## config.mk

```make
export PLATFORM = sky130hd
export DESIGN_NAME = positional_insert_delete_array
export DESIGN_NICKNAME = d
export VERILOG_FILES = /design/src/rtl/pida_pkg.sv /design/src/rtl/pida_ram.sv /design/src/rtl/positional_insert_delete_array.sv
export SDC_FILE = /design/constraint.sdc
export NUM_CORES = 2
export LEC_CHECK = 0
export ABC_AREA = 0
export BUFFER_PORTS_ARGS = -buffer_cell sky130_fd_sc_hd__buf_2
export CAP_MARGIN = 15
export CORE_ASPECT_RATIO = 1.1
export CORE_UTILIZATION = 45
export DETAILED_ROUTE_END_ITERATION = 10
export HOLD_SLACK_MARGIN = 0.05
export PLACE_DENSITY = 0.61
export REMOVE_ABC_BUFFERS = 1
export SLEW_MARGIN = 0
export SYNTH_ARGS = -nofsm -noshare
export SYNTH_HDL_FRONTEND = slang
export SYNTH_SLANG_ARGS = --single-unit
export TNS_END_PERCENT = 20
```

## constraint.sdc

```tcl
create_clock -name clk -period 5.45 [get_ports clk]
set_clock_uncertainty 0.05 [all_clocks]
set_input_delay 0.2725 -clock clk [delete_from_list [all_inputs] [get_ports clk]]
set_output_delay 0.2725 -clock clk [all_outputs]
set_load 0.1 [all_outputs]
```

## src/rtl/pida_pkg.sv

```systemverilog
// ----------------------------------------------------------------------------
// pida_pkg : shared types and constants for the positional insert/delete array
// Holds the capacity, the field widths and the codes used by the block.
// ----------------------------------------------------------------------------
package pida_pkg;

  localparam int CAPACITY = 64;
  localparam int ADDR_W   = $clog2(CAPACITY);
  localparam int CNT_W    = 7;
  localparam int DATA_W   = 32;

  typedef enum logic [1:0] {
    KIND_INSERT  = 2'd0,
    KIND_DELETE  = 2'd1,
    KIND_DISPLAY = 2'd2,
    KIND_NONE    = 2'd3
  } kind_t;

  typedef enum logic [1:0] {
    ST_OK     = 2'd0,
    ST_BADPOS = 2'd1,
    ST_FULL   = 2'd2,
    ST_EMPTY  = 2'd3
  } status_t;

  typedef enum logic [3:0] {
    S_IDLE,
    S_INS_RD,
    S_INS_WR,
    S_INS_PUT,
    S_DEL_RD,
    S_DEL_WR,
    S_DEL_END,
    S_DISP_RD,
    S_DISP_OUT,
    S_REPLY
  } state_t;

endpackage

```

## src/rtl/pida_ram.sv

```systemverilog
// ----------------------------------------------------------------------------
// pida_ram : element store
// One write port and one read port; read data is registered.
// ----------------------------------------------------------------------------
module pida_ram #(
  parameter int DEPTH  = 64,
  parameter int WIDTH  = 32,
  parameter int ADDR_W = $clog2(DEPTH)
) (
  input  logic              clk,
  input  logic              wen,
  input  logic [ADDR_W-1:0] waddr,
  input  logic [WIDTH-1:0]  wdata,
  input  logic              ren,
  input  logic [ADDR_W-1:0] raddr,
  output logic [WIDTH-1:0]  rdata
);

  logic [WIDTH-1:0] mem [DEPTH];

  always_ff @(posedge clk) begin
    if (wen) begin
      mem[waddr] <= wdata;
    end
  end

  always_ff @(posedge clk) begin
    if (ren) begin
      rdata <= mem[raddr];
    end
  end

endmodule

```

## src/rtl/positional_insert_delete_array.sv

```systemverilog
// ----------------------------------------------------------------------------
// positional_insert_delete_array : ordered list with insert/delete at position
// Sequencer over a one-read, one-write element RAM and one shared +/-1 index
// adder.
// ----------------------------------------------------------------------------
// Usage:
//   Drive kind/position/value and raise start; the command transfers on a
//   rising edge with start high and busy low. busy stays high until the last
//   result of that command has been shown.
//   Results appear for exactly one cycle each, marked by strobe; last flags
//   the final result of the command. The receiver cannot stall, so every
//   result must be taken in the cycle it is shown.
//   Steps after the transfer, up to and including the last result:
//     insert at p : one RAM read and one write per element moved up, then
//                   the new value is put and the status is shown.
//     delete at p : one read and one write per element moved down, then
//                   the count drops and the status is shown.
//     display     : per element, a registered RAM read, then the emit.
//     rejected commands, empty display, unused kind: the status alone.
//   busy drops in the cycle after the last result, so the next command
//   cannot transfer before then.
//   The rate is set by the single RAM port pair and the shared index adder,
//   which step one element per move.
//   Reset clears the count and the sequencer; the element RAM is not cleared,
//   since only entries below count are ever read.
// ----------------------------------------------------------------------------
module positional_insert_delete_array (
  input  logic                        clk,
  input  logic                        rst,
  input  logic                        start,
  output logic                        busy,
  input  logic [1:0]                  kind,
  input  logic [6:0]                  position,
  input  logic signed [31:0]          value,
  output logic                        strobe,
  output logic [1:0]                  status,
  output logic signed [31:0]          element,
  output logic [5:0]                  element_index,
  output logic [6:0]                  element_count,
  output logic                        last
);

  import pida_pkg::*;

  state_t state, state_next;

  logic [CNT_W-1:0]  count;
  logic [ADDR_W-1:0] ptr;
  logic [CNT_W-1:0]  pos;
  logic [DATA_W-1:0] val;
  status_t           st;

  // Shared index unit: ptr +/- 1 and the compares that follow it
  logic              dec;
  logic [CNT_W-1:0]  step;
  logic              ptr_at_pos;
  logic              step_at_count;

  // RAM port signals
  logic              wen;
  logic [ADDR_W-1:0] waddr;
  logic [DATA_W-1:0] wdata;
  logic              ren;
  logic [ADDR_W-1:0] raddr;
  logic [DATA_W-1:0] rdata;

  logic              accept;

  assign accept        = start && (state == S_IDLE);
  assign dec           = (state == S_INS_RD) || (state == S_INS_WR);
  assign step          = dec ? (CNT_W'(ptr) - CNT_W'(1)) : (CNT_W'(ptr) + CNT_W'(1));
  assign ptr_at_pos    = (CNT_W'(ptr) == pos);
  assign step_at_count = (step == count);

  pida_ram #(
    .DEPTH (CAPACITY),
    .WIDTH (DATA_W)
  ) u_ram (
    .clk   (clk),
    .wen   (wen),
    .waddr (waddr),
    .wdata (wdata),
    .ren   (ren),
    .raddr (raddr),
    .rdata (rdata)
  );

  // Next state
  always_comb begin
    state_next = state;
    case (state)
      S_IDLE: begin
        if (start) begin
          case (kind_t'(kind))
            KIND_INSERT: begin
              if (position > count || count == CNT_W'(CAPACITY)) begin
                state_next = S_REPLY;
              end else begin
                state_next = S_INS_RD;
              end
            end
            KIND_DELETE: begin
              if (position >= count) begin
                state_next = S_REPLY;
              end else begin
                state_next = S_DEL_RD;
              end
            end
            KIND_DISPLAY: begin
              if (count == '0) begin
                state_next = S_REPLY;
              end else begin
                state_next = S_DISP_RD;
              end
            end
            default: state_next = S_REPLY;
          endcase
        end
      end
      S_INS_RD:   state_next = ptr_at_pos ? S_INS_PUT : S_INS_WR;
      S_INS_WR:   state_next = S_INS_RD;
      S_INS_PUT:  state_next = S_REPLY;
      S_DEL_RD:   state_next = step_at_count ? S_DEL_END : S_DEL_WR;
      S_DEL_WR:   state_next = S_DEL_RD;
      S_DEL_END:  state_next = S_REPLY;
      S_DISP_RD:  state_next = S_DISP_OUT;
      S_DISP_OUT: state_next = step_at_count ? S_IDLE : S_DISP_RD;
      S_REPLY:    state_next = S_IDLE;
      default:    state_next = S_IDLE;
    endcase
  end

  // Outputs and RAM control
  always_comb begin
    wen           = 1'b0;
    waddr         = ptr;
    wdata         = rdata;
    ren           = 1'b0;
    raddr         = step[ADDR_W-1:0];
    busy          = (state != S_IDLE);
    strobe        = 1'b0;
    status        = ST_OK;
    element       = '0;
    element_index = '0;
    element_count = count;
    last          = 1'b0;
    case (state)
      S_INS_RD: begin
        // fetch the element below the hole unless the hole reached pos
        ren = !ptr_at_pos;
      end
      S_INS_WR: begin
        wen = 1'b1;
      end
      S_INS_PUT: begin
        wen   = 1'b1;
        waddr = pos[ADDR_W-1:0];
        wdata = val;
      end
      S_DEL_RD: begin
        ren = !step_at_count;
      end
      S_DEL_WR: begin
        wen = 1'b1;
      end
      S_DISP_RD: begin
        ren   = 1'b1;
        raddr = ptr;
      end
      S_DISP_OUT: begin
        strobe        = 1'b1;
        status        = ST_OK;
        element       = rdata;
        element_index = 6'(ptr);
        last          = step_at_count;
      end
      S_REPLY: begin
        strobe = 1'b1;
        status = st;
        last   = 1'b1;
      end
      default: begin
      end
    endcase
  end

  // Sequencer and datapath registers
  always_ff @(posedge clk) begin
    if (rst) begin
      state <= S_IDLE;
      count <= '0;
    end else begin
      state <= state_next;
      case (state)
        S_INS_PUT: count <= count + CNT_W'(1);
        S_DEL_END: count <= count - CNT_W'(1);
        default: begin
        end
      endcase
    end
  end

  always_ff @(posedge clk) begin
    if (accept) begin
      pos <= position;
      val <= value;
      st  <= ST_OK;
      case (kind_t'(kind))
        KIND_INSERT: begin
          // check position before fullness
          if (position > count) begin
            st <= ST_BADPOS;
          end else if (count == CNT_W'(CAPACITY)) begin
            st <= ST_FULL;
          end
          ptr <= count[ADDR_W-1:0];
        end
        KIND_DELETE: begin
          if (position >= count) begin
            st <= ST_BADPOS;
          end
          ptr <= position[ADDR_W-1:0];
        end
        KIND_DISPLAY: begin
          if (count == '0) begin
            st <= ST_EMPTY;
          end
          ptr <= '0;
        end
        default: begin
          ptr <= '0;
        end
      endcase
    end else begin
      case (state)
        // advance the pointer after each move or emitted element
        S_INS_WR, S_DEL_WR: ptr <= step[ADDR_W-1:0];
        S_DISP_OUT: begin
          if (!step_at_count) begin
            ptr <= step[ADDR_W-1:0];
          end
        end
        default: begin
        end
      endcase
    end
  end

endmodule

```

==> results.md <==
- Initial antenna violation count: 6
- Pin count of the biggest net entering global routing: 201
- Dpl cells: 10600
- Cell area after layout: 120000 um2
- R2r endpoint: u_ram.rdata[1]$_DFFE_PP_
- Worst reg2reg startpoint: state[2]$_SDFFE_PP0P_
- Register Area: 64100 um2
- Vias per cell: 6.32
- Clock sink total: 2138
- Vias in the first global route: 69000
- Final Setup Violations: 0
- Clk slew on worst S/H paths: 0.06 ns
- Ys async rst share: 0%
- Drt drc: 0
- Area growth syn-to-layout: 12.7%
- Tcrit/Tclk final: roughly 96%
- RSZ-0062 raised after global routing: false
- CTS max path bufs: 3
- Max-slew headroom: 19.0%
- CTS H-Tree Depth: 4
- WL final: 320000 um
- GP Congestion: 0.827
- DP HPWL: 185000 um
- Hold slack final: 0.149 ns
- Ys flop type: edfxtp_1
- Post-synthesis instance area: 107000 um2
- WHS Path Cells: 2
- Final std cells w/o fill: ~11000
- Mapped Cells: 7769
- Area occupied by multi-input gates: 40200 um2
- Area after DPL: 112000 um2
- #FFs+latches synth: 2138
- Worst-margin pin slew: 1.22 ns
- Setup TNS Final: 0 ns
- WS Path Type: reg -> reg
- Synth unique cells: 81
- Ports: 94
- Num rows: 187
- Fill count: 19700
- Post-synth EDFFs: roughly 2100
- Tot GR Track Use: 26.1%
- Initial core utilization: around 45%
- Die width: 466 um
- Crit Path Max Fanout: 26
- Total CTS buffers: 223
- GRT overflow: 0
- Pre-antenna DRT Iters: 5
- Core Region: 236000 um2
- Clock Latency Late Sink: 0.92 ns
- Max-Cap Viols: 0
- First-pass GRT wire length: 459000 um
- Startpoint types: register
- Antenna Nets Post-Route: 0
- Final Hold Viols: 0
- Sink of the worst hold path: pos[0]$_DFFE_PP_
- Die Ht: 513 um
- CTS tree: built
- Seq/Total Area, Yosys: 60.0%
- Postcts setup bufs: 0
- Routed vias: 70200
- Yosys warns: 0
- Worst reg2reg setup slack: 0.23 ns
- Req. time, crit path: 6.03 ns
- CP endpoint kind: register
- HP Start: position[0]
- Final critical-path required period: about 5.2 ns
- Status: complete, no violations
- Die area: 239000 um2
- Worst EP arrival: 5.80 ns
- Initial DRC Count: 6440
- Final nets: between 7000 and 8000
- R2R cell count: 12
- Syn_area_per_cell: 13.7 um2
- Clk root buf: clkbuf_16
- Routed length per instance: 28.8 um
- Hold WC Path Type: in -> reg
- I/O Buffers: 93
- Final Max Slew Viols: 0
- Layout cell share with drive strength beyond 1: between 10% and 20%
- FMAX: 191 MHz
## state kept, by name (all words and copies together), names as in the netlist
name	flops
u_ram.mem	2048
u_ram.rdata	32
val	32
element_count	7
pos	7
ptr	6
state	4
st	2
## timing repair
action,in CTS,in global routing
hold buffers,78,0
endpoints found under the hold margin,64,0
resized for setup,0,3
endpoints found under the setup margin,0,2
## kinds of logic after synthesis
kind of cell	after synthesis	synth area share, %
flip-flops	2138	60.0
AO/OA/AOI/OAI	1842	11.9
multiplexers	1759	18.2
AND/OR/NAND/NOR	1294	6.58
buffers and inverters	695	2.88
adder cells (fa/ha/maj)	21	0.260
XOR/XNOR	20	0.177
## worst max-delay path by stage
stage | end | from | slack [ns]
after detailed placement | u_ram.rdata[0]$_DFFE_PP_ | state[1]$_SDFFE_PP0P_ | 0.19
after global placement | u_ram.rdata[5]$_DFFE_PP_ | state[1]$_SDFFE_PP0P_ | 0.20
after floorplan | u_ram.rdata[3]$_DFFE_PP_ | ptr[1]$_DFFE_PP_ | -71.26
after global routing | u_ram.rdata[1]$_DFFE_PP_ | state[2]$_SDFFE_PP0P_ | 0.19
final | u_ram.rdata[1]$_DFFE_PP_ | state[2]$_SDFFE_PP0P_ | 0.23
after CTS | last | state[1]$_SDFFE_PP0P_ | 0.02
## cells in the final DEF, fill, tap and decap left out, types with 56 or more instances in the layout
cell,n
nor2_4,67
buf_4,216
a21oi_1,556
clkinv_1,56
nor2_1,82
nor2b_1,628
nand2_1,308
a211oi_1,824
o21ai_0,64
dlygate4sd3_1,78
mux2i_1,1514
buf_2,92
clkbuf_16,223
mux2_2,113
a311oi_1,105
buf_12,82
mux4_2,130
edfxtp_1,2127
## worst max-delay path, stage by stage (launching register included)
cell,delay [ns]
dfxtp_1,0.61
nor2_1,0.10
nand2_1,0.15
inv_1,0.15
ha_1,0.48
a21o_1,0.27
or3_1,0.38
a31oi_2,0.97
buf_4,0.31
nor3_2,0.06
buf_4,0.30
a22oi_1,0.87
nand4b_1,0.16
## through the flow
stage | utilization, % | setup slack (ns)
floorplan | - | -71.26
detailed placement | 47.5 | 0.189
global route | 51.0 | 0.186
finish | 51.0 | 0.226
global placement | 47.5 | 0.205
CTS | 51.0 | 0.0191
## cells in the mapped netlist (28+ instances only)
master	instances	area (um2)
o21ai_0	64	320
a211oi_1	824	6190
nand3_1	28	140
nor2_1	150	563
nor3_1	30	150
a211o_1	32	280
buf_1	70	263
a22oi_1	29	218
edfxtp_1	2127	63900
and2_1	41	257
mux2i_1	1514	15200
clkbuf_1	309	1160
a21oi_1	557	2790
a2111oi_0	37	324
mux2_2	113	1270
a311oi_1	105	920
nor2b_1	628	3930
o221ai_1	36	315
buf_2	260	1300
nand2_1	309	1160
mux4_2	130	2930
## layer usage
layer  vias to the layer above  global-route usage [%]  part of all wire, %
met4                         4                    9.38                  3.4
met3                       531                    4.27                  7.4
met1                     36100                    35.0                   42
met5                         -                       0               0.0069
met2                      2652                    42.7                   47
li1                      30900                       -                    -
## area by class of cell
type / instances / share of cell area, %
Inverter: 24 / 0.0759
Clock inverter: 146 / 1.44
Sequential cell: 2138 / 53.3
Tap cell: 3118 / 3.24
Clock buffer: 265 / 4.77
Multi-Input combinational cell: 4936 / 33.4
Timing Repair Buffer: 471 / 3.81
Antenna cell: 5 / 0.0104
Power is not shown: default switching activity piles up to over one toggle a cycle in this logic, so the estimate is an artifact.
